File: config.mk
export PLATFORM = sky130hd
export DESIGN_NAME = tcw_ctrl
export DESIGN_NICKNAME = d
export VERILOG_FILES = /design/src/rtl/tcw_pkg.sv /design/src/rtl/tcw_ctrl.sv
export SDC_FILE = /design/constraint.sdc
export NUM_CORES = 1
export LEC_CHECK = 0
export ABC_AREA = 0
export BUFFER_PORTS_ARGS = -buffer_cell sky130_fd_sc_hd__buf_2
export CELL_PAD_IN_SITES_DETAIL_PLACEMENT = 1
export CELL_PAD_IN_SITES_GLOBAL_PLACEMENT = 2
export CORE_ASPECT_RATIO = 0.7
export CORE_UTILIZATION = 24
export DETAILED_ROUTE_END_ITERATION = 16
export PLACE_DENSITY = 0.83
export SYNTH_ARGS = -nofsm -noshare
export SYNTH_HDL_FRONTEND = slang
export SYNTH_SLANG_ARGS = --single-unit
File: constraint.sdc
create_clock -name i_clk -period 3.6 [get_ports i_clk]
set_clock_uncertainty 0.05 [all_clocks]
set_input_delay 0.72 -clock i_clk [delete_from_list [all_inputs] [get_ports i_clk]]
set_output_delay 0.72 -clock i_clk [all_outputs]
set_load 0.03 [all_outputs]
File: src/rtl/tcw_pkg.sv
// Shared definitions for the text console writer: screen geometry, character
// and mode codes, controller states and the command and status bundles.
// No dependencies.
`default_nettype none

package tcw_pkg;

    // Screen geometry.
    localparam int SCREEN_WIDTH  = 80;
    localparam int SCREEN_HEIGHT = 25;
    localparam int CELL_COUNT    = SCREEN_WIDTH * SCREEN_HEIGHT;
    localparam int TAB_STOP      = 8;

    // Internal widths: the row may pass the last row by one before it settles,
    // and a tab may push the column to one past the last column before it wraps.
    localparam int ADDR_W = $clog2(CELL_COUNT);
    localparam int ROW_W  = $clog2(SCREEN_HEIGHT + 2);
    localparam int COL_W  = $clog2(SCREEN_WIDTH + TAB_STOP);

    // Field widths of the ports.
    localparam int MODE_W = 2;
    localparam int CHAR_W = 8;
    localparam int ATTR_W = 8;
    localparam int CELL_W = 16;
    localparam int RROW_W = 5;
    localparam int RCOL_W = 7;

    // Last cell index of the row move during a scroll, and of the whole store.
    localparam int MOVE_LAST = SCREEN_WIDTH * (SCREEN_HEIGHT - 1) - 1;
    localparam int CELL_LAST = CELL_COUNT - 1;

    // Character and attribute codes.
    localparam logic [CHAR_W-1:0] CHAR_BLANK   = 8'h20;
    localparam logic [CHAR_W-1:0] CHAR_NEWLINE = 8'd10;
    localparam logic [CHAR_W-1:0] CHAR_TAB     = 8'd9;
    localparam logic [ATTR_W-1:0] RESET_ATTR   = 8'd15;
    localparam logic [CELL_W-1:0] RESET_BLANK  = {RESET_ATTR, CHAR_BLANK};

    // Request modes.
    localparam logic [MODE_W-1:0] MODE_WRITE = 2'd0;
    localparam logic [MODE_W-1:0] MODE_CLEAR = 2'd1;
    localparam logic [MODE_W-1:0] MODE_READ  = 2'd2;

    // Controller states.
    typedef enum logic [3:0] {
        ST_INIT,
        ST_IDLE,
        ST_WRITE,
        ST_CHECK,
        ST_SCROLL_RD,
        ST_SCROLL_WR,
        ST_FILL_BOTTOM,
        ST_FILL_ALL,
        ST_READ,
        ST_RESULT
    } t_state;

    // Commands from the controller to the datapath.
    typedef struct packed {
        logic load_req;    // capture the incoming request
        logic cur_step;    // store the character and advance the cursor
        logic scroll_rd;   // read the cell one row below the index
        logic scroll_wr;   // write the read cell at the index
        logic fill_wr;     // write a blank at the index
        logic reset_blank; // fill with the reset blank instead of the current one
        logic idx_inc;     // advance the cell index
        logic idx_clear;   // return the cell index to zero
        logic row_dec;     // one row scrolled away
        logic home;        // cursor to the top left corner
        logic rd_cell;     // read the requested cell
        logic out_load;    // load the result register
    } t_dp_cmd;

    // Status from the datapath to the controller.
    typedef struct packed {
        logic last_move;
        logic last_cell;
        logic row_over;
        logic out_free;
    } t_dp_status;

endpackage

`default_nettype wire

File: src/rtl/tcw_ctrl.sv
// Controller of the text console writer: sequences the reset clearing pass,
// character writes, scrolls, clears, reads and result delivery.
// Depends on tcw_pkg.
`default_nettype none

module tcw_ctrl
    import tcw_pkg::*;
(
    input  wire logic              i_clk,
    input  wire logic              i_rst_n,
    input  wire logic              i_in_valid,
    input  wire logic [MODE_W-1:0] i_in_mode,
    input  wire t_dp_status        i_status,
    output t_dp_cmd                o_cmd,
    output logic                   o_in_stall
);

    t_state r_state;
    t_state n_state;

    // State register.
    always_ff @(posedge i_clk) begin
        if (!i_rst_n) begin
            r_state <= ST_INIT;
        end else begin
            r_state <= n_state;
        end
    end

    // Next state.
    always_comb begin
        n_state = r_state;
        unique case (r_state)
            ST_INIT: begin
                if (i_status.last_cell) n_state = ST_IDLE;
            end
            ST_IDLE: begin
                if (i_in_valid) begin
                    unique case (i_in_mode)
                        MODE_WRITE: n_state = ST_WRITE;
                        MODE_CLEAR: n_state = ST_FILL_ALL;
                        MODE_READ:  n_state = ST_READ;
                        default:    n_state = ST_RESULT;
                    endcase
                end
            end
            ST_WRITE:     n_state = ST_CHECK;
            ST_CHECK:     n_state = i_status.row_over ? ST_SCROLL_RD : ST_RESULT;
            ST_SCROLL_RD: n_state = ST_SCROLL_WR;
            ST_SCROLL_WR: n_state = i_status.last_move ? ST_FILL_BOTTOM : ST_SCROLL_RD;
            ST_FILL_BOTTOM: begin
                if (i_status.last_cell) n_state = ST_CHECK;
            end
            ST_FILL_ALL: begin
                if (i_status.last_cell) n_state = ST_RESULT;
            end
            ST_READ: n_state = ST_RESULT;
            ST_RESULT: begin
                if (i_status.out_free) n_state = ST_IDLE;
            end
            default: n_state = ST_INIT;
        endcase
    end

    // Commands for the datapath.
    always_comb begin
        o_cmd = '0;
        unique case (r_state)
            ST_INIT: begin
                o_cmd.fill_wr     = 1'b1;
                o_cmd.reset_blank = 1'b1;
                o_cmd.idx_inc     = !i_status.last_cell;
                o_cmd.idx_clear   = i_status.last_cell;
            end
            ST_IDLE: begin
                o_cmd.load_req = i_in_valid;
            end
            ST_WRITE: begin
                o_cmd.cur_step = 1'b1;
            end
            ST_CHECK: begin
            end
            ST_SCROLL_RD: begin
                o_cmd.scroll_rd = 1'b1;
            end
            ST_SCROLL_WR: begin
                o_cmd.scroll_wr = 1'b1;
                o_cmd.idx_inc   = 1'b1;
            end
            ST_FILL_BOTTOM: begin
                o_cmd.fill_wr   = 1'b1;
                o_cmd.idx_inc   = !i_status.last_cell;
                o_cmd.idx_clear = i_status.last_cell;
                o_cmd.row_dec   = i_status.last_cell;
            end
            ST_FILL_ALL: begin
                o_cmd.fill_wr   = 1'b1;
                o_cmd.idx_inc   = !i_status.last_cell;
                o_cmd.idx_clear = i_status.last_cell;
                o_cmd.home      = i_status.last_cell;
            end
            ST_READ: begin
                o_cmd.rd_cell = 1'b1;
            end
            ST_RESULT: begin
                o_cmd.out_load = i_status.out_free;
            end
            default: begin
            end
        endcase
    end

    assign o_in_stall = (r_state != ST_IDLE);

endmodule

`default_nettype wire

# ---- Word-level counts from Yosys, hierarchy flattened
# Cells that the tools add are included.
dict set report word_totals {
  in_bits 9
  elab_cells 44
  register_bits 4
  out_inout_bits 13
}
dict set report classes {
  mux 21
  reduce_logical 5
  eq_ne 17
}
# cell count
set ops {}
lappend ops {{one-hot mux 4 bit (10 select lines)} 1}
lappend ops {{two-way mux 4 bit} 6}
lappend ops {{equality test 4 x 3 -> 1 bit, second input constant} 4}
lappend ops {{one-hot mux 4 bit (3 select lines)} 1}
lappend ops {{two-way mux 1 bit} 11}
lappend ops {{inequality test 2 bit, second input constant} 5}
lappend ops {{equality test 4 x 2 -> 1 bit, second input constant} 2}
lappend ops {{equality test 4 bit, second input constant} 2}
lappend ops {{AND reduction 5 bit} 1}
lappend ops {{equality test 4 x 1 -> 1 bit, second input constant} 1}
lappend ops {{logical NOT 4 bit} 1}
lappend ops {{inequality test 4 x 1 -> 1 bit, second input constant} 1}
lappend ops {{OR reduction 3 bit} 1}
lappend ops {{equality test 2 x 1 -> 1 bit, second input constant} 1}
lappend ops {{equality test 2 bit, second input constant} 1}
lappend ops {{logical NOT 2 bit} 1}
lappend ops {{two-way mux 2 bit} 1}
lappend ops {{one-hot mux 1 bit (2 select lines)} 1}
lappend ops {{logical NOT 1 bit} 1}

# ---- Logic depth before layout (Yosys ltp)
dict set report depth {
  depth_word 4
  depth_mapped 5
  ltp_nobuf 4
}

# ---- Worst setup path before layout
# No wires, ideal clock.
dict set report synth_path {
  path_kind {reg-to-output}
  startpoint {register r_state[2]}
  endpoint {output o_cmd[5] in the netlist's numbering}
  n_path_buf 1
  t_arrival_ns 1.692
  required_time_ns 2.830
  setup_slack_ns 1.138
  stages_incl_launch_ff 6
  cell_sequence {dfxtp_1 clkbuf_1 nand2_1 o21ai_2 inv_1 o22ai_1}
}
# item line_no
set synth_rtl {}
lappend synth_rtl {{from (decl)} tcw_ctrl.sv:18} ;# t_state r_state;
lappend synth_rtl {{from (signal assigned)} tcw_ctrl.sv:26} ;# r_state <= n_state;
lappend synth_rtl {{to (decl)} tcw_ctrl.sv:14} ;# output t_dp_cmd o_cmd,

==> results_dict.tcl <==
set metrics [dict create \
    routedWlPerCell_um 12.28 \
    rows 13 \
    cts_tree "yes" \
    setup_viol 0 \
    routed-via-count 540 \
    synth_commonest_cells "7 x inv_1, 6 x nor3_1, 5 x nand2_1, 5 x nor2_1, 5 x o21ai_0" \
    grt_pass1_wl_um 2187 \
    syn_inst 67 \
    finalNonFillerCells 109 \
    clock_latency_ps 230 \
    gp_congestion 0.7574 \
    synth_top_cell_area_share_pct 16.89 \
    outcome "finished clean" \
    drt_iter0_markers 2 \
    async_flop_share_pct 0 \
    ys_ff_latch 4 \
    synth.distinct_cells 30 \
    root_buffer "clkbuf_4" \
    cts_buffers 3 \
    synth_top_family_by_area "simple AND/OR/NAND/NOR gates" \
    nFillCells 250 \
    maxCapViolations 0 \
    cts_sinks 4 \
    path_cells "or4_4, o21ai_2, inv_1, o22ai_1, buf_2" \
    final_nets 98 \
    end_kind "output pin" \
    drt-total-wl_um 1339 \
    crit_fanout 16 \
    synthAdderAreaFrac_pct 0 \
    clockBufferDepth 2 \
    max_freq_mhz 386.3 \
    antenna_cells 0 \
    met1_usage_pct 21.54 \
    ctsHtreeMaxLevel 1 \
    met3_usage_pct 3.922 \
    ir_drop_v 0.0002805 \
    io_pins 22 \
    fin_hold_ws_ps 612.8 \
    cpMaxStageDelayCell "or4_4" \
    drive_above_1_share_pct 35.63 \
    die-area_mm2 0.002161 \
    coreArea_mm2 0.001854 \
    grt_most_used_layer "met1" \
    cp_data_arrival_time_ps 1820 \
    hold_buffers 0 \
    grt.total_usage_pct 14.20 \
    synth_xor_area_share_pct 0 \
    crit_required_ps 2830 \
    grt_pass1_vias 519 \
    hold_viol 0 \
    syn_to_final_growth_pct 27.18 \
    antenna_found_initial 0 \
    slowest_delay_ps 600 \
    power_leakage_nw 0.2826 \
    crit_type "flop to output pin" \
    drc_errors 0 \
    slew_headroom_pct 66.00 \
    fin_tns_setup_ps 0 \
    final_max_slew_viol_count 0 \
    start_util_pct 25.57 \
    via_per_inst 4.954 \
    ys_top_cells_by_area "dfxtp_1 17%, nor3_1 6.3%, inv_1 5.5%, nand2b_1 5.3%, nor2b_1 5.3%" \
    grt.met2_usage_pct 19.88 \
    fp.dieH_um 39.19 \
    dp_cells 106 \
    final_util_pct 32.52 \
    syn_nets 76 \
    yosys_warnings 0 \
    power_density_mw_per_mm2 755.1 \
    grt.overflow.total 0 \
    synth.most_common_cell "inv_1" \
    post_cts_resized 0 \
    rsz0062_at_grt "false" \
    drt_first_pass_iters 3 \
    die_width_um 55.13 \
    synth-edff-count 0 \
    timing.final.crit_period_ps 2589 \
    top_regs "r_state x4" \
    top_register "r_state" \
    synth_top_area_cell "dfxtp_1" \
    period_share_pct 71.91 \
    io_buffer_count 21 \
    path_clk_slew_ps 40 \
    synth_simple_gate_area_share_pct 43.01 \
    grt_max_degree 17 \
    largest_reg_flops 4 \
    tightest_slew_ps 509.3 \
    ys_seq_area_share_pct 16.89 \
    syn_avg_cell_area_um2 7.078 \
    synthFlopType "dfxtp_1" \
    synth_compound_area_share_pct 24.54 \
    final_antenna_net_count 0 \
    syn_area_um2 474.2 \
    hold_path.class "flop to flop" \
    postCtsSetupBuffers 0 \
    startpoint_type "flop" \
    dp_hpwl_um 1064 \
    synthMuxAreaShare_pct 4.485 \
]
[worst paths after layout]
kind / from / to / slack, ps / cells past startpoint
max reg2reg: r_state[3]$_SDFFE_PN0P_ / r_state[3]$_SDFFE_PN0P_ / 1860 / 4
min reg2reg: r_state[0]$_SDFFE_PN0P_ / r_state[0]$_SDFFE_PN0P_ / 610 / 2
max: r_state[1]$_SDFFE_PN0P_ / o_cmd[5] / 1010 / 5
min: r_state[0]$_SDFFE_PN0P_ / r_state[0]$_SDFFE_PN0P_ / 610 / 2
[layout by cell type (no fill, tap or decap), types with 2 or more instances in the layout]
| master | count |
|---|---|
| nor2_1 | 5 |
| inv_1 | 7 |
| nand2b_1 | 4 |
| nand2_1 | 5 |
| nor2b_1 | 4 |
| o22ai_1 | 2 |
| or3_1 | 2 |
| clkbuf_4 | 3 |
| nor3_1 | 6 |
| nand3_1 | 2 |
| buf_2 | 21 |
| o21ai_0 | 5 |
| dfxtp_1 | 4 |
| o2111ai_1 | 2 |
[stage by stage]
| step | cell area (um^2) | setup WS, ps | total power, mW |
|---|---|---|---|
| final | 603.1 | 1011 | 0.4554 |
| after global routing | 603.1 | 921.7 | 0.4882 |
| after detailed placement | 580.6 | 1265 | 0.4027 |
| after floorplan | 474.2 | 1138 | 0.3360 |
| after global placement | 580.6 | 1325 | 0.4026 |
| after CTS | 603.1 | 1017 | 0.4609 |
[critical path, delay by kind of cell, from the launching register on]
family                 cells  cell delay, ps
AO/OA/AOI/OAI              2             230
flip-flops                 1             460
buffers and inverters      2             310
AND/OR/NAND/NOR            1             600
[per-layer routing]
metal	vias up	wire length [um]
met5	-	0
met4	0	0
met3	0	57
met2	14	522
met1	248	758
li1	278	-
[where the power goes]
part / internal, mW / total, mW / switching [mW]
Sequential: 0.0567 / 0.0996 / 0.0429
Combinational: 0.109 / 0.303 / 0.193
Clock: 0.0371 / 0.0532 / 0.0160
Total: 0.203 / 0.455 / 0.252
[kinds of logic after synthesis]
family                 count (synthesis)
AO/OA/AOI/OAI                         16
buffers and inverters                 11
flip-flops                             4
multiplexers                           2
AND/OR/NAND/NOR                       34
[layout make-up]
type,count,area [um^2],area share (%)
Multi-Input combinational cell,52,341.6,56.64
Timing Repair Buffer,21,105.1,17.43
Sequential cell,4,80.08,13.28
Tap cell,22,27.53,4.564
Inverter,7,26.28,4.357
Clock buffer,3,22.52,3.734
Note: power is estimated with default switching activity, not from simulation.
